==> src/sv/bst_pkg.sv <==
package bst_pkg;

  localparam int BYTE_W = 8;
  localparam int CNT_W  = 7;
  localparam int KIND_W = 4;

  // token queue between front and back
  localparam int QDEPTH = 4;
  localparam int QPTR_W = $clog2(QDEPTH);
  localparam int QCNT_W = $clog2(QDEPTH + 1);

  localparam logic [BYTE_W-1:0] CH_ZERO  = 8'h30;
  localparam logic [BYTE_W-1:0] CH_NINE  = 8'h39;
  localparam logic [BYTE_W-1:0] CH_LF    = 8'h0a;
  localparam logic [BYTE_W-1:0] CH_CR    = 8'h0d;
  localparam logic [BYTE_W-1:0] CH_TAB   = 8'h09;
  localparam logic [BYTE_W-1:0] CH_SPACE = 8'h20;
  localparam logic [BYTE_W-1:0] CH_PLUS  = 8'h2b;
  localparam logic [BYTE_W-1:0] CH_MINUS = 8'h2d;
  localparam logic [BYTE_W-1:0] CH_STAR  = 8'h2a;
  localparam logic [BYTE_W-1:0] CH_SLASH = 8'h2f;
  localparam logic [BYTE_W-1:0] CH_EQ    = 8'h3d;
  localparam logic [BYTE_W-1:0] CH_LT    = 8'h3c;
  localparam logic [BYTE_W-1:0] CH_GT    = 8'h3e;
  localparam logic [BYTE_W-1:0] CH_LPAR  = 8'h28;
  localparam logic [BYTE_W-1:0] CH_RPAR  = 8'h29;
  localparam logic [BYTE_W-1:0] CH_LBRC  = 8'h7b;
  localparam logic [BYTE_W-1:0] CH_RBRC  = 8'h7d;
  localparam logic [BYTE_W-1:0] CH_SEMI  = 8'h3b;

  typedef enum logic [KIND_W-1:0] {
    KIND_PLUS    = 4'd0,
    KIND_MINUS   = 4'd1,
    KIND_STAR    = 4'd2,
    KIND_SLASH   = 4'd3,
    KIND_ASSIGN  = 4'd4,
    KIND_LESS    = 4'd5,
    KIND_GREATER = 4'd6,
    KIND_LPAREN  = 4'd7,
    KIND_RPAREN  = 4'd8,
    KIND_LBRACE  = 4'd9,
    KIND_RBRACE  = 4'd10,
    KIND_SEMI    = 4'd11,
    KIND_INTEGER = 4'd12,
    KIND_ERROR   = 4'd13,
    KIND_END     = 4'd14
  } tok_kind_t;

  // which tokens one queue entry carries: a flushed integer, then a second token
  typedef struct packed {
    logic int_v;
    logic tok_v;
  } ent_ctl_t;

  // map a byte to its single-character token; anything unknown is an error
  function automatic tok_kind_t single_kind(input logic [BYTE_W-1:0] b);
    tok_kind_t k;
    unique case (b)
      CH_PLUS:  k = KIND_PLUS;
      CH_MINUS: k = KIND_MINUS;
      CH_STAR:  k = KIND_STAR;
      CH_SLASH: k = KIND_SLASH;
      CH_EQ:    k = KIND_ASSIGN;
      CH_LT:    k = KIND_LESS;
      CH_GT:    k = KIND_GREATER;
      CH_LPAR:  k = KIND_LPAREN;
      CH_RPAR:  k = KIND_RPAREN;
      CH_LBRC:  k = KIND_LBRACE;
      CH_RBRC:  k = KIND_RBRACE;
      CH_SEMI:  k = KIND_SEMI;
      default:  k = KIND_ERROR;
    endcase
    return k;
  endfunction

endpackage

==> src/sv/byte_stream_tokenizer.sv <==
// A token is queued with the byte that completes it; the out_ ports show the head.
// Throughput: one input beat per cycle while not full; a byte that flushes an integer and
// also gives a token yields two result beats, taken from the head entry one per cycle of pop.
// A four-entry token queue separates the classifier from the result side.
// Reset (rst_n low, synchronous): line 1, column 0, no open integer, queue empty.
module byte_stream_tokenizer
  import bst_pkg::*;
#(
  parameter int MAX_DIGITS  = 99,
  parameter int VALUE_BITS  = 32,
  parameter int LINE_BITS   = 24,
  parameter int COLUMN_BITS = 16
) (
  input  logic                   clk,
  input  logic                   rst_n,
  input  logic                   push,
  output logic                   full,
  input  logic [BYTE_W-1:0]      in_data_byte,
  input  logic                   in_end_of_input,
  output logic                   empty,
  input  logic                   pop,
  output logic [KIND_W-1:0]      out_token_kind,
  output logic [LINE_BITS-1:0]   out_start_line,
  output logic [COLUMN_BITS-1:0] out_start_column,
  output logic [BYTE_W-1:0]      out_token_byte,
  output logic [VALUE_BITS-1:0]  out_integer_value,
  output logic [CNT_W-1:0]       out_digit_count,
  output logic                   out_last_result
);

  // front -> back entry: control struct plus the two token payloads
  ent_ctl_t               ent_ctl;
  logic [LINE_BITS-1:0]   ent_int_line;
  logic [COLUMN_BITS-1:0] ent_int_col;
  logic [VALUE_BITS-1:0]  ent_int_val;
  logic [CNT_W-1:0]       ent_int_cnt;
  tok_kind_t              ent_tok_kind;
  logic [LINE_BITS-1:0]   ent_tok_line;
  logic [COLUMN_BITS-1:0] ent_tok_col;
  logic [BYTE_W-1:0]      ent_tok_byte;
  logic                   in_acc;

  // take a beat whenever the queue has room; the full check covers two-token items
  // too, since both tokens share one entry
  assign in_acc = push && !full;

  // front: classify the byte, advance line/column, accumulate integer digits
  bst_front #(
    .MAX_DIGITS (MAX_DIGITS),
    .VALUE_BITS (VALUE_BITS),
    .LINE_BITS  (LINE_BITS),
    .COLUMN_BITS(COLUMN_BITS)
  ) u_front (
    .clk       (clk),
    .rst_n     (rst_n),
    .acc_i     (in_acc),
    .byte_i    (in_data_byte),
    .eoi_i     (in_end_of_input),
    .ctl_o     (ent_ctl),
    .int_line_o(ent_int_line),
    .int_col_o (ent_int_col),
    .int_val_o (ent_int_val),
    .int_cnt_o (ent_int_cnt),
    .tok_kind_o(ent_tok_kind),
    .tok_line_o(ent_tok_line),
    .tok_col_o (ent_tok_col),
    .tok_byte_o(ent_tok_byte)
  );

  // back: hold token entries and drain them one result beat at a time
  bst_back #(
    .VALUE_BITS (VALUE_BITS),
    .LINE_BITS  (LINE_BITS),
    .COLUMN_BITS(COLUMN_BITS)
  ) u_back (
    .clk       (clk),
    .rst_n     (rst_n),
    .wr_ctl_i  (ent_ctl),
    .int_line_i(ent_int_line),
    .int_col_i (ent_int_col),
    .int_val_i (ent_int_val),
    .int_cnt_i (ent_int_cnt),
    .tok_kind_i(ent_tok_kind),
    .tok_line_i(ent_tok_line),
    .tok_col_i (ent_tok_col),
    .tok_byte_i(ent_tok_byte),
    .pop_i     (pop),
    .full_o    (full),
    .empty_o   (empty),
    .kind_o    (out_token_kind),
    .line_o    (out_start_line),
    .col_o     (out_start_column),
    .byte_o    (out_token_byte),
    .val_o     (out_integer_value),
    .cnt_o     (out_digit_count),
    .last_o    (out_last_result)
  );

endmodule

==> src/sv/bst_front.sv <==
module bst_front
  import bst_pkg::*;
#(
  parameter int MAX_DIGITS  = 99,
  parameter int VALUE_BITS  = 32,
  parameter int LINE_BITS   = 24,
  parameter int COLUMN_BITS = 16
) (
  input  logic                   clk,
  input  logic                   rst_n,
  input  logic                   acc_i,
  input  logic [BYTE_W-1:0]      byte_i,
  input  logic                   eoi_i,
  output ent_ctl_t               ctl_o,
  output logic [LINE_BITS-1:0]   int_line_o,
  output logic [COLUMN_BITS-1:0] int_col_o,
  output logic [VALUE_BITS-1:0]  int_val_o,
  output logic [CNT_W-1:0]       int_cnt_o,
  output tok_kind_t              tok_kind_o,
  output logic [LINE_BITS-1:0]   tok_line_o,
  output logic [COLUMN_BITS-1:0] tok_col_o,
  output logic [BYTE_W-1:0]      tok_byte_o
);

  logic [LINE_BITS-1:0]   line_r, line_nxt, line_mv;
  logic [COLUMN_BITS-1:0] col_r, col_nxt, col_mv;
  logic                   crp_r, crp_nxt;
  logic                   in_int_r, in_int_nxt;
  logic [VALUE_BITS-1:0]  acc_r, acc_nxt;
  logic [CNT_W-1:0]       dig_r, dig_nxt;
  logic [LINE_BITS-1:0]   sline_r, sline_nxt;
  logic [COLUMN_BITS-1:0] scol_r, scol_nxt;

  logic                   is_digit, is_nl, is_ws;
  logic [VALUE_BITS+3:0]  acc_ten;
  logic [VALUE_BITS-1:0]  acc_add;

  assign is_digit = (byte_i >= CH_ZERO) && (byte_i <= CH_NINE);
  assign is_nl    = (byte_i == CH_LF) || (byte_i == CH_CR);
  assign is_ws    = is_nl || (byte_i == CH_SPACE) || (byte_i == CH_TAB);

  // acc * 10 + digit; any carry out of the value width means saturate
  assign acc_ten = ({4'b0, acc_r} << 3) + ({4'b0, acc_r} << 1)
                 + {{VALUE_BITS{1'b0}}, byte_i[3:0]};
  assign acc_add = (|acc_ten[VALUE_BITS+3:VALUE_BITS]) ? {VALUE_BITS{1'b1}}
                                                      : acc_ten[VALUE_BITS-1:0];

  always_comb begin
    line_mv = line_r;
    col_mv  = col_r;
    if (is_nl) begin
      if (line_r != {LINE_BITS{1'b1}}) line_mv = line_r + LINE_BITS'(1);
      col_mv = '0;
    end else if (col_r != {COLUMN_BITS{1'b1}}) begin
      col_mv = col_r + COLUMN_BITS'(1);
    end
  end

  always_comb begin
    line_nxt   = line_r;
    col_nxt    = col_r;
    crp_nxt    = crp_r;
    in_int_nxt = in_int_r;
    acc_nxt    = acc_r;
    dig_nxt    = dig_r;
    sline_nxt  = sline_r;
    scol_nxt   = scol_r;
    ctl_o      = '0;
    tok_kind_o = KIND_END;
    tok_byte_o = '0;
    if (acc_i) begin
      priority if (eoi_i) begin
        // flush, end token at current position, then back to reset values
        ctl_o.int_v = in_int_r;
        ctl_o.tok_v = 1'b1;
        line_nxt    = LINE_BITS'(1);
        col_nxt     = '0;
        crp_nxt     = 1'b0;
        in_int_nxt  = 1'b0;
        acc_nxt     = '0;
        dig_nxt     = '0;
        sline_nxt   = LINE_BITS'(1);
        scol_nxt    = '0;
      end else if (crp_r && (byte_i == CH_LF)) begin
        crp_nxt = 1'b0;
      end else if (in_int_r && is_digit) begin
        crp_nxt = 1'b0;
        line_nxt = line_mv;
        col_nxt  = col_mv;
        if (dig_r < CNT_W'(MAX_DIGITS)) begin
          dig_nxt = dig_r + CNT_W'(1);
          acc_nxt = acc_add;
        end
      end else begin
        ctl_o.int_v = in_int_r;
        in_int_nxt  = 1'b0;
        acc_nxt     = '0;
        dig_nxt     = '0;
        line_nxt    = line_mv;
        col_nxt     = col_mv;
        crp_nxt     = (byte_i == CH_CR);
        priority if (is_ws) begin
          // no token
        end else if (is_digit) begin
          in_int_nxt = 1'b1;
          acc_nxt    = VALUE_BITS'(byte_i[3:0]);
          dig_nxt    = CNT_W'(1);
          sline_nxt  = line_r;
          scol_nxt   = col_r;
        end else begin
          ctl_o.tok_v = 1'b1;
          tok_kind_o  = single_kind(byte_i);
          tok_byte_o  = byte_i;
        end
      end
    end
  end

  assign int_line_o = sline_r;
  assign int_col_o  = scol_r;
  assign int_val_o  = acc_r;
  assign int_cnt_o  = dig_r;
  assign tok_line_o = line_r;
  assign tok_col_o  = col_r;

  always_ff @(posedge clk) begin
    if (!rst_n) begin
      line_r   <= LINE_BITS'(1);
      col_r    <= '0;
      crp_r    <= 1'b0;
      in_int_r <= 1'b0;
      acc_r    <= '0;
      dig_r    <= '0;
      sline_r  <= LINE_BITS'(1);
      scol_r   <= '0;
    end else begin
      line_r   <= line_nxt;
      col_r    <= col_nxt;
      crp_r    <= crp_nxt;
      in_int_r <= in_int_nxt;
      acc_r    <= acc_nxt;
      dig_r    <= dig_nxt;
      sline_r  <= sline_nxt;
      scol_r   <= scol_nxt;
    end
  end

  a_eoi_resets: assert property (@(posedge clk) disable iff (!rst_n)
    (acc_i && eoi_i) |=> (line_r == LINE_BITS'(1)) && !in_int_r && !crp_r)
    else $error("end mark did not restore position state");

  a_cr_no_int: assert property (@(posedge clk) disable iff (!rst_n)
    crp_r |-> !in_int_r)
    else $error("integer open while CR pending");

endmodule

==> src/sv/bst_back.sv <==
module bst_back
  import bst_pkg::*;
#(
  parameter int VALUE_BITS  = 32,
  parameter int LINE_BITS   = 24,
  parameter int COLUMN_BITS = 16
) (
  input  logic                   clk,
  input  logic                   rst_n,
  input  ent_ctl_t               wr_ctl_i,
  input  logic [LINE_BITS-1:0]   int_line_i,
  input  logic [COLUMN_BITS-1:0] int_col_i,
  input  logic [VALUE_BITS-1:0]  int_val_i,
  input  logic [CNT_W-1:0]       int_cnt_i,
  input  tok_kind_t              tok_kind_i,
  input  logic [LINE_BITS-1:0]   tok_line_i,
  input  logic [COLUMN_BITS-1:0] tok_col_i,
  input  logic [BYTE_W-1:0]      tok_byte_i,
  input  logic                   pop_i,
  output logic                   full_o,
  output logic                   empty_o,
  output logic [KIND_W-1:0]      kind_o,
  output logic [LINE_BITS-1:0]   line_o,
  output logic [COLUMN_BITS-1:0] col_o,
  output logic [BYTE_W-1:0]      byte_o,
  output logic [VALUE_BITS-1:0]  val_o,
  output logic [CNT_W-1:0]       cnt_o,
  output logic                   last_o
);

  ent_ctl_t               q_ctl      [QDEPTH];
  logic [LINE_BITS-1:0]   q_int_line [QDEPTH];
  logic [COLUMN_BITS-1:0] q_int_col  [QDEPTH];
  logic [VALUE_BITS-1:0]  q_int_val  [QDEPTH];
  logic [CNT_W-1:0]       q_int_cnt  [QDEPTH];
  tok_kind_t              q_tok_kind [QDEPTH];
  logic [LINE_BITS-1:0]   q_tok_line [QDEPTH];
  logic [COLUMN_BITS-1:0] q_tok_col  [QDEPTH];
  logic [BYTE_W-1:0]      q_tok_byte [QDEPTH];

  logic [QPTR_W-1:0] wp_r, rp_r;
  logic [QCNT_W-1:0] cnt_r;
  logic              sel_r, sel_nxt;
  logic              wr_en, deq, show_int;
  ent_ctl_t          hctl;

  assign wr_en   = wr_ctl_i.int_v || wr_ctl_i.tok_v;
  assign full_o  = (cnt_r == QCNT_W'(QDEPTH));
  assign empty_o = (cnt_r == '0);
  assign hctl    = q_ctl[rp_r];

  // integer goes first; sel_r marks that it has already left
  assign show_int = hctl.int_v && !sel_r;
  assign last_o   = show_int ? !hctl.tok_v : 1'b1;
  assign kind_o   = show_int ? KIND_INTEGER : q_tok_kind[rp_r];
  assign line_o   = show_int ? q_int_line[rp_r] : q_tok_line[rp_r];
  assign col_o    = show_int ? q_int_col[rp_r] : q_tok_col[rp_r];
  assign byte_o   = show_int ? '0 : q_tok_byte[rp_r];
  assign val_o    = show_int ? q_int_val[rp_r] : '0;
  assign cnt_o    = show_int ? q_int_cnt[rp_r] : '0;

  always_comb begin
    sel_nxt = sel_r;
    deq     = 1'b0;
    if (pop_i && !empty_o) begin
      if (last_o) begin
        deq     = 1'b1;
        sel_nxt = 1'b0;
      end else begin
        sel_nxt = 1'b1;
      end
    end
  end

  always_ff @(posedge clk) begin
    if (wr_en) begin
      q_ctl[wp_r]      <= wr_ctl_i;
      q_int_line[wp_r] <= int_line_i;
      q_int_col[wp_r]  <= int_col_i;
      q_int_val[wp_r]  <= int_val_i;
      q_int_cnt[wp_r]  <= int_cnt_i;
      q_tok_kind[wp_r] <= tok_kind_i;
      q_tok_line[wp_r] <= tok_line_i;
      q_tok_col[wp_r]  <= tok_col_i;
      q_tok_byte[wp_r] <= tok_byte_i;
    end
  end

  always_ff @(posedge clk) begin
    if (!rst_n) begin
      wp_r  <= '0;
      rp_r  <= '0;
      cnt_r <= '0;
      sel_r <= 1'b0;
    end else begin
      sel_r <= sel_nxt;
      if (wr_en) wp_r <= wp_r + QPTR_W'(1);
      if (deq)   rp_r <= rp_r + QPTR_W'(1);
      if (wr_en && !deq)      cnt_r <= cnt_r + QCNT_W'(1);
      else if (deq && !wr_en) cnt_r <= cnt_r - QCNT_W'(1);
    end
  end

  a_cnt_bound: assert property (@(posedge clk) disable iff (!rst_n)
    cnt_r <= QCNT_W'(QDEPTH))
    else $error("token queue overfilled");

  a_sel_pair: assert property (@(posedge clk) disable iff (!rst_n)
    sel_r |-> (!empty_o && hctl.int_v && hctl.tok_v))
    else $error("second-token select without a two-token entry");

endmodule
==> config.mk <==
export PLATFORM = sky130hd
export DESIGN_NAME = byte_stream_tokenizer
export DESIGN_NICKNAME = d
export VERILOG_FILES = /design/src/sv/bst_pkg.sv /design/src/sv/byte_stream_tokenizer.sv /design/src/sv/bst_front.sv /design/src/sv/bst_back.sv
export SDC_FILE = /design/constraint.sdc
export NUM_CORES = 1
export LEC_CHECK = 0
export BUFFER_PORTS_ARGS = -buffer_cell sky130_fd_sc_hd__buf_2
export CAP_MARGIN = 20
export CORE_ASPECT_RATIO = 0.75
export CORE_MARGIN = 1
export CORE_UTILIZATION = 25
export DETAILED_ROUTE_END_ITERATION = 16
export PLACE_DENSITY = 0.42
export SLEW_MARGIN = 30
export SYNTH_ARGS = -nofsm -noshare
export SYNTH_HDL_FRONTEND = slang
export SYNTH_SLANG_ARGS = --single-unit
==> constraint.sdc <==
create_clock -name clk -period 19.8 [get_ports clk]
set_clock_uncertainty 0.05 [all_clocks]
set_input_delay 0.99 -clock clk [delete_from_list [all_inputs] [get_ports clk]]
set_output_delay 0.99 -clock clk [all_outputs]
set_load 0.1 [all_outputs]
==> impl_metrics.json, run 1 <==
{
  "status": "finished clean",
  "drt_first_iter_violations": 788,
  "numCtsBuffers": 74,
  "syn-cell-area_mm2": 0.0276,
  "clk_path_buf_depth": 3,
  "drt.antenna.violating_nets": 0,
  "leakage_uw": 0.0113,
  "numClockSinks": 663,
  "required_ns": 18.76,
  "routed_wl_mm": 66.8,
  "drive_above_1_share": 0.236,
  "slew_headroom": 0.379,
  "hp-class": "reg2reg",
  "layout_setup_ws_ns": 14.24,
  "finalHoldViolCount": 0,
  "crit_top_cell": "mux4_2",
  "clock_latency_ns": 0.62,
  "synth_cell_types": 69,
  "grt.overflow.total": 0,
  "grt_pass1_wl_mm": 101,
  "globalplace.congestion": 0.739,
  "areaGrowthSynthToFinish_pct": 17.1,
  "ctsResizeCount": 0,
  "critPathMaxStageDelay_ns": 0.79,
  "grt_max_degree": 67,
  "crit_path_cell_trace": "mux4_2 -> nand2b_4 -> buf_12 -> buf_4 -> mux4_2 -> mux2_2 -> buf_2",
  "fin_nets": 1890,
  "path_class": "reg2out",
  "final_cell_area_mm2": 0.0323,
  "row_count": 105,
  "io_buffers": 106,
  "synthArstFlopShare": 0,
  "max_freq_mhz": 180,
  "cp-start-kind": "flop",
  "drc": 0,
  "post-cts-setup-buffer-count": 0,
  "die-height_um": 290,
  "setup_violations": 0,
  "antenna_found_initial": 9,
  "dieArea_mm2": 0.112,
  "yosysWarnings": 0,
  "power_uw": 4760,
  "hold-worst-slack_ns": 0.451,
  "setup_tns_ns": 0,
  "synth_nets": 1766,
  "ir_drop_mv": 0.117,
  "cts-root-buf": "clkbuf_16",
  "io_pins": 107,
  "initial_utilization": 0.252,
  "fillers": 10800,
  "min_period_over_period": 0.281,
  "fin_crit_ns": 5.56,
  "clk_pin_slew_ns": 0.06,
  "vias": 15100,
  "crit_path_end_kind": "output port",
  "avgViaCountPerCell": 4.55,
  "cpMaxStageDelayCell": "dfxtp_4",
  "syn_avg_cell_area_um2": 16.4,
  "post-dp-hpwl_mm": 41.2,
  "diodes": 0,
  "worst_pin_slew_ns": 0.929,
  "grt_pass1_vias": 15500,
  "ys.flop_type": "edfxtp_1",
  "rsz0062_at_grt": "no",
  "coreArea_mm2": 0.109,
  "ys_seq_elements": 663,
  "grt_usage": 0.120,
  "critPathArrivalTime_ns": 4.52,
  "final_max_slew_viol_count": 0,
  "cts-hold-fix-buffers": 0,
  "pre_cts_ws_ns": 14.54,
  "htree_levels": 3,
  "worstPathMaxFanout": 37,
  "postPlaceCellArea_mm2": 0.0299,
  "synth-seq-area-share": 0.674,
  "cts_tree": "built",
  "die_x_um": 386,
  "synthCells": 1679,
  "power_density_mw_per_mm2": 147,
  "cap_violations": 0,
  "synth_edf_count": 532,
  "wire_per_inst_um": 20.2,
  "drtPass1Iterations": 5
}
[critical path, delay by kind of cell, from the launching register on]
family        cells  cell delay [ns]
buf+inv           3             1.06
flops             1             0.79
mux               3             1.56
simple gates      1             0.46
[cells in the mapped netlist, drive strengths merged (9+ instances only)]
| library cell | n | area share |
|---|---|---|
| nor2 | 72 | 0.0098 |
| dfxtp | 131 | 0.095 |
| clkbuf | 66 | 0.0090 |
| xor2 | 39 | 0.012 |
| nand4 | 13 | 0.0029 |
| a21oi | 60 | 0.011 |
| a21o | 11 | 0.0030 |
| ha | 71 | 0.032 |
| buf | 16 | 0.0034 |
| nand2 | 86 | 0.012 |
| nor3 | 13 | 0.0025 |
| edfxtp | 532 | 0.58 |
| mux4 | 133 | 0.11 |
| o21ai | 42 | 0.0078 |
| xnor2 | 31 | 0.0098 |
| a221o | 26 | 0.0094 |
| inv | 23 | 0.0031 |
| a21boi | 9 | 0.0024 |
| a22o | 40 | 0.013 |
| mux2 | 40 | 0.016 |
| nand3 | 34 | 0.0062 |
| nor2b | 53 | 0.012 |
| and2 | 38 | 0.0087 |
[path summary, 6_finish.rpt]
kind              slack, ns  cells after the start                                 to                                from
setup / recovery      14.24                      7                out_start_column[0]                                flop
setup reg to reg      15.32                     12       u_back.cnt_r[2]$_SDFFE_PN0P_                                flop
hold reg to reg        0.45                      0  u_back.q_int_line[1][1]$_DFFE_PP_  u_front.int_line_o[1]$_SDFFE_PN0P_
hold / removal         0.45                      0  u_back.q_int_line[1][1]$_DFFE_PP_  u_front.int_line_o[1]$_SDFFE_PN0P_
[through the flow]
| stage | cells | util |
|---|---|---|
| 2_1_floorplan | 1679 | - |
| 3_3_place_gp | 3168 | 0.272 |
| 3_5_place_dp | 3170 | 0.273 |
| 4_1_cts | 3307 | 0.295 |
| 5_1_grt | 3308 | 0.295 |
| 6_report | 3308 | 0.295 |
[layout make-up]
cell class                 instances  area (µm²)  share of cell area
clock buffer                     102        2060              0.0637
clock inverter                    35         348              0.0108
inverter                          23        86.3             0.00267
multi-input combinational        911        8640               0.267
sequential                       663       18600               0.575
tap                             1444        1810              0.0559
timing repair buffer             130         786              0.0243
[where the power goes]
group	switching, µW	leakage (µW)	internal, µW
Clock	556	0.00116	798
Sequential	57.6	0.00623	1630
Combinational	1280	0.00389	436
[metal layers]
layer | vias to the layer above | GRT usage | routed length, µm
li1 | 6857 | - | -
met1 | 7818 | 0.174 | 33000
met3 | 105 | 0.0201 | 2470
met4 | 2 | 0.0364 | 1630
met2 | 281 | 0.183 | 29700
met5 | - | 0 | 13
[logic make-up after synthesis]
family | after synthesis | synth area share
adder cells (fa/ha/maj) | 74 | 0.0344
flip-flops | 663 | 0.674
multiplexers | 178 | 0.127
AND/OR/NAND/NOR | 357 | 0.0669
AO/OA/AOI/OAI | 232 | 0.0604
XOR/XNOR | 70 | 0.0222
buffers and inverters | 105 | 0.0155
[cells in the final DEF (no fill, tap or decap), types with 9 or more instances in the layout]
cell type,netlist,layout
xor2_1,39,39
mux4_2,133,133
inv_1,23,23
a21o_1,11,11
clkbuf_16,0,75
ha_1,71,71
nand4_1,13,13
clkbuf_1,66,19
buf_4,0,15
mux2_2,40,40
a21oi_1,58,58
clkinv_2,0,9
nor3_1,12,10
nor2_1,72,70
dfxtp_1,131,129
buf_2,9,106
nand2_1,85,85
o21ai_1,9,9
nor2b_1,53,48
o21ai_0,32,32
edfxtp_1,532,532
a221o_1,26,26
nand3_1,34,34
and2_1,37,37
xnor2_1,31,31
clkinv_1,0,9
a22o_1,40,40
[flip-flops by register name (all words and copies together), names as in the netlist, 28 cells and up, named ones only]
name               count
u_back.q_int_line     96
u_back.q_int_val     128
u_back.q_tok_line     96
u_back.q_int_col      64
u_front.int_val_o     32
u_back.q_int_cnt      28
u_back.q_tok_col      64
u_back.q_tok_byte     32
No activity file was read; power rests on OpenSTA's default activity.
==> run 2, diff against run 1 <==
--- a/config.mk
+++ b/config.mk
@@ -5,6 +5,7 @@
 export SDC_FILE = /design/constraint.sdc
 export NUM_CORES = 1
 export LEC_CHECK = 0
+export ABC_AREA = 1
 export BUFFER_PORTS_ARGS = -buffer_cell sky130_fd_sc_hd__buf_2
 export CAP_MARGIN = 20
 export CORE_ASPECT_RATIO = 0.75
==> constraint.sdc (replaced) <==
create_clock -name clk -period 5.8 [get_ports clk]
set_clock_uncertainty 0.05 [all_clocks]
set_input_delay 0.29 -clock clk [delete_from_list [all_inputs] [get_ports clk]]
set_output_delay 0.29 -clock clk [all_outputs]
set_load 0.1 [all_outputs]
==> impl_metrics.json, run 2 <==
{
  "synthCells": 2792,
  "diodes": 0,
  "avgViaCountPerCell": 4.48,
  "layout_setup_ws_ns": 1.40,
  "fin_crit_ns": 4.40,
  "clk_path_buf_depth": 3,
  "synth-seq-area-share": 0.643,
  "cpMaxStageDelayCell": "buf_4",
  "post-cts-setup-buffer-count": 0,
  "yosysWarnings": 0,
  "required_ns": 5.46,
  "syn-cell-area_mm2": 0.0289,
  "cp-start-kind": "flop",
  "clock_latency_ns": 0.62,
  "final_max_slew_viol_count": 0,
  "grt_util_met1": 0.219,
  "leakage_uw": 0.0122,
  "min_period_over_period": 0.758,
  "grt_pass1_vias": 19300,
  "path_class": "reg2out",
  "ctsResizeCount": 0,
  "antenna_found_initial": 5,
  "drt_first_iter_violations": 1190,
  "yosys-top-cells-area": "edfxtp_1 (55%), dfxtp_1 (9.1%), nor2_1 (7.3%), o21ai_0 (6.3%), nand2_1 (4.1%)",
  "yosysMostFrequentCell": "nor2_1",
  "cts-root-buf": "clkbuf_16",
  "cts-hold-fix-buffers": 1,
  "setup_violations": 0,
  "final_cell_mix": "nor2_1 (556), edfxtp_1 (532), o21ai_0 (362)",
  "die_x_um": 395,
  "vias": 20000,
  "ys_seq_elements": 663,
  "numCtsBuffers": 75,
  "grt.overflow.total": 0,
  "synth_nets": 2879,
  "netSwitchingPower_uw": 7440,
  "post-dp-hpwl_mm": 50.7,
  "drc": 0,
  "busiest_layer": "met1",
  "crit_path_end_kind": "output port",
  "crit_family": "buffers and inverters",
  "fillers": 11800,
  "yosysTopAreaCell": "edfxtp_1",
  "top_register": "u_back.q_int_val",
  "final_common_cell": "nor2_1",
  "dieArea_mm2": 0.117,
  "crit_path_cell_trace": "o21ai_0 -> o22ai_1 -> inv_1 -> nor2_4 -> buf_4 -> nor2_1 -> a31oi_1 -> buf_2",
  "die-height_um": 297,
  "worst_pin_slew_ns": 0.970,
  "synth_cell_types": 53,
  "grtUsageMet3": 0.0250,
  "initial_utilization": 0.253,
  "pre_cts_ws_ns": 1.92,
  "critPathBufInv": 3,
  "dp.cells": 4320,
  "final_util": 0.294,
  "p_seq_frac": 0.345,
  "p_comb_frac": 0.379,
  "coreArea_mm2": 0.114,
  "routed_wl_mm": 82.9,
  "clk_pin_slew_ns": 0.06,
  "power_density_mw_per_mm2": 494,
  "rsz0062_at_grt": "no",
  "synth_edf_count": 532,
  "synthTopCellsByCount": "nor2_1 (560), edfxtp_1 (532), o21ai_0 (362)",
  "largest_register_ffs": 128,
  "power_uw": 16600,
  "slew_headroom": 0.353,
  "wire_per_inst_um": 18.6,
  "final_cell_count_no_fill": 4460,
  "cts_tree": "built",
  "ys.flop_type": "edfxtp_1",
  "met2_usage": 0.196,
  "critPathMaxStageDelay_ns": 0.79,
  "grt_max_degree": 156,
  "areaGrowthSynthToFinish_pct": 15.9,
  "fin_nets": 2959,
  "hp-class": "in2reg",
  "drt.antenna.violating_nets": 0,
  "setup_tns_ns": 0,
  "switching_share": 0.450,
  "grt_usage": 0.140,
  "drtPass1Iterations": 5,
  "io_buffers": 106,
  "finalHoldViolCount": 0,
  "row_count": 107,
  "critPathArrivalTime_ns": 4.06,
  "worstPathMaxFanout": 71,
  "cap_violations": 0,
  "p_int_uw": 9110,
  "globalplace.congestion": 0.818,
  "htree_levels": 3,
  "drive_above_1_share": 0.101,
  "largest_registers": "u_back.q_int_val x128, u_back.q_int_line x96, u_back.q_tok_line x96",
  "power_frac_clock": 0.276,
  "ir_drop_mv": 0.667,
  "io_pins": 107,
  "synthArstFlopShare": 0,
  "status": "finished clean",
  "max_freq_mhz": 227,
  "numClockSinks": 663,
  "yosys.area.top_type_share": 0.552,
  "grt_pass1_wl_mm": 125,
  "syn_avg_cell_area_um2": 10.4
}
[run 2: changes by cell type after synthesis, sizes merged, moves of 42 or more]
cell	before	now
nor2	72	571
inv	23	185
a21oi	60	150
o21ai	42	373
a31oi	2	45
nand3	34	94
nor2b	53	0
nand2	86	327
clkbuf	66	108
mux4	133	0
o22ai	3	51
[run 2: cells by family after synthesis]
kind of cell	Yosys count	share of synthesized area
buffers and inverters	317	0.0431
flip-flops	663	0.643
AND/OR/NAND/NOR	1068	0.154
XOR/XNOR	31	0.00939
adder cells (fa/ha/maj)	74	0.0328
AO/OA/AOI/OAI	639	0.118
[run 2: power groups by stage]
stage                     clock [µW]  sequential, µW  combinational [µW]
final                           4570            5710                6280
after floorplan                    0            5820                4920
after global placement             0            5820                6390
after CTS                       4710            5720                6410
after global routing            4890            5750                6690
after detailed placement           0            5820                6400
[run 2: final cells by class]
cell class / instances / area [µm²] / share of cell area
sequential: 663 / 18600 / 0.555
multi-input combinational: 1812 / 9110 / 0.272
clock buffer: 112 / 2130 / 0.0634
tap: 1526 / 1910 / 0.0569
timing repair buffer: 133 / 835 / 0.0249
inverter: 187 / 717 / 0.0214
clock inverter: 27 / 229 / 0.00683
[run 2: path summary, 6_finish.rpt]
path / cells past startpoint / slack (ns) / start / end
max: 8 / 1.40 / flop / out_start_column[15]
min: 3 / 0.12 / in_data_byte[7] / u_back.q_tok_byte[0][7]$_DFFE_PP_
max reg2reg: 18 / 2.17 / u_front.int_val_o[0]$_SDFFE_PN0P_ / u_front.int_val_o[26]$_SDFFE_PN0P_
min reg2reg: 2 / 0.41 / u_back.rp_r[1]$_SDFFE_PN0P_ / flop
[run 2: worst register-to-register path, cell delays in order, from the launching register on]
cell     delay [ns]
dfxtp_1        0.39
fa_1           0.56
inv_1          0.06
fa_1           0.46
inv_1          0.08
nand2_1        0.04
nand2_1        0.10
nand3_1        0.08
nand2_1        0.14
nand2_1        0.07
nand2_1        0.16
nand2_1        0.10
nand3_1        0.08
nand2_1        0.06
nor2_1         0.10
nand2_1        0.28
buf_4          0.33
o21ai_0        0.22
a21oi_1        0.08
[run 2: routing by layer]
layer	vias to the layer above	share of wire	wire (µm)
li1	9906	-	-
met1	9651	0.54	44500
met2	332	0.40	33200
met3	96	0.044	3650
met4	0	0.018	1510
met5	-	0	0
[run 2: through the flow]
stage	instance area, µm²	hold WS [ns]
3_3_place_gp	31100	0.404
2_1_floorplan	28900	0.386
3_5_place_dp	31200	0.405
6_report	33500	0.116
5_1_grt	33500	0.124
4_1_cts	33500	0.0760
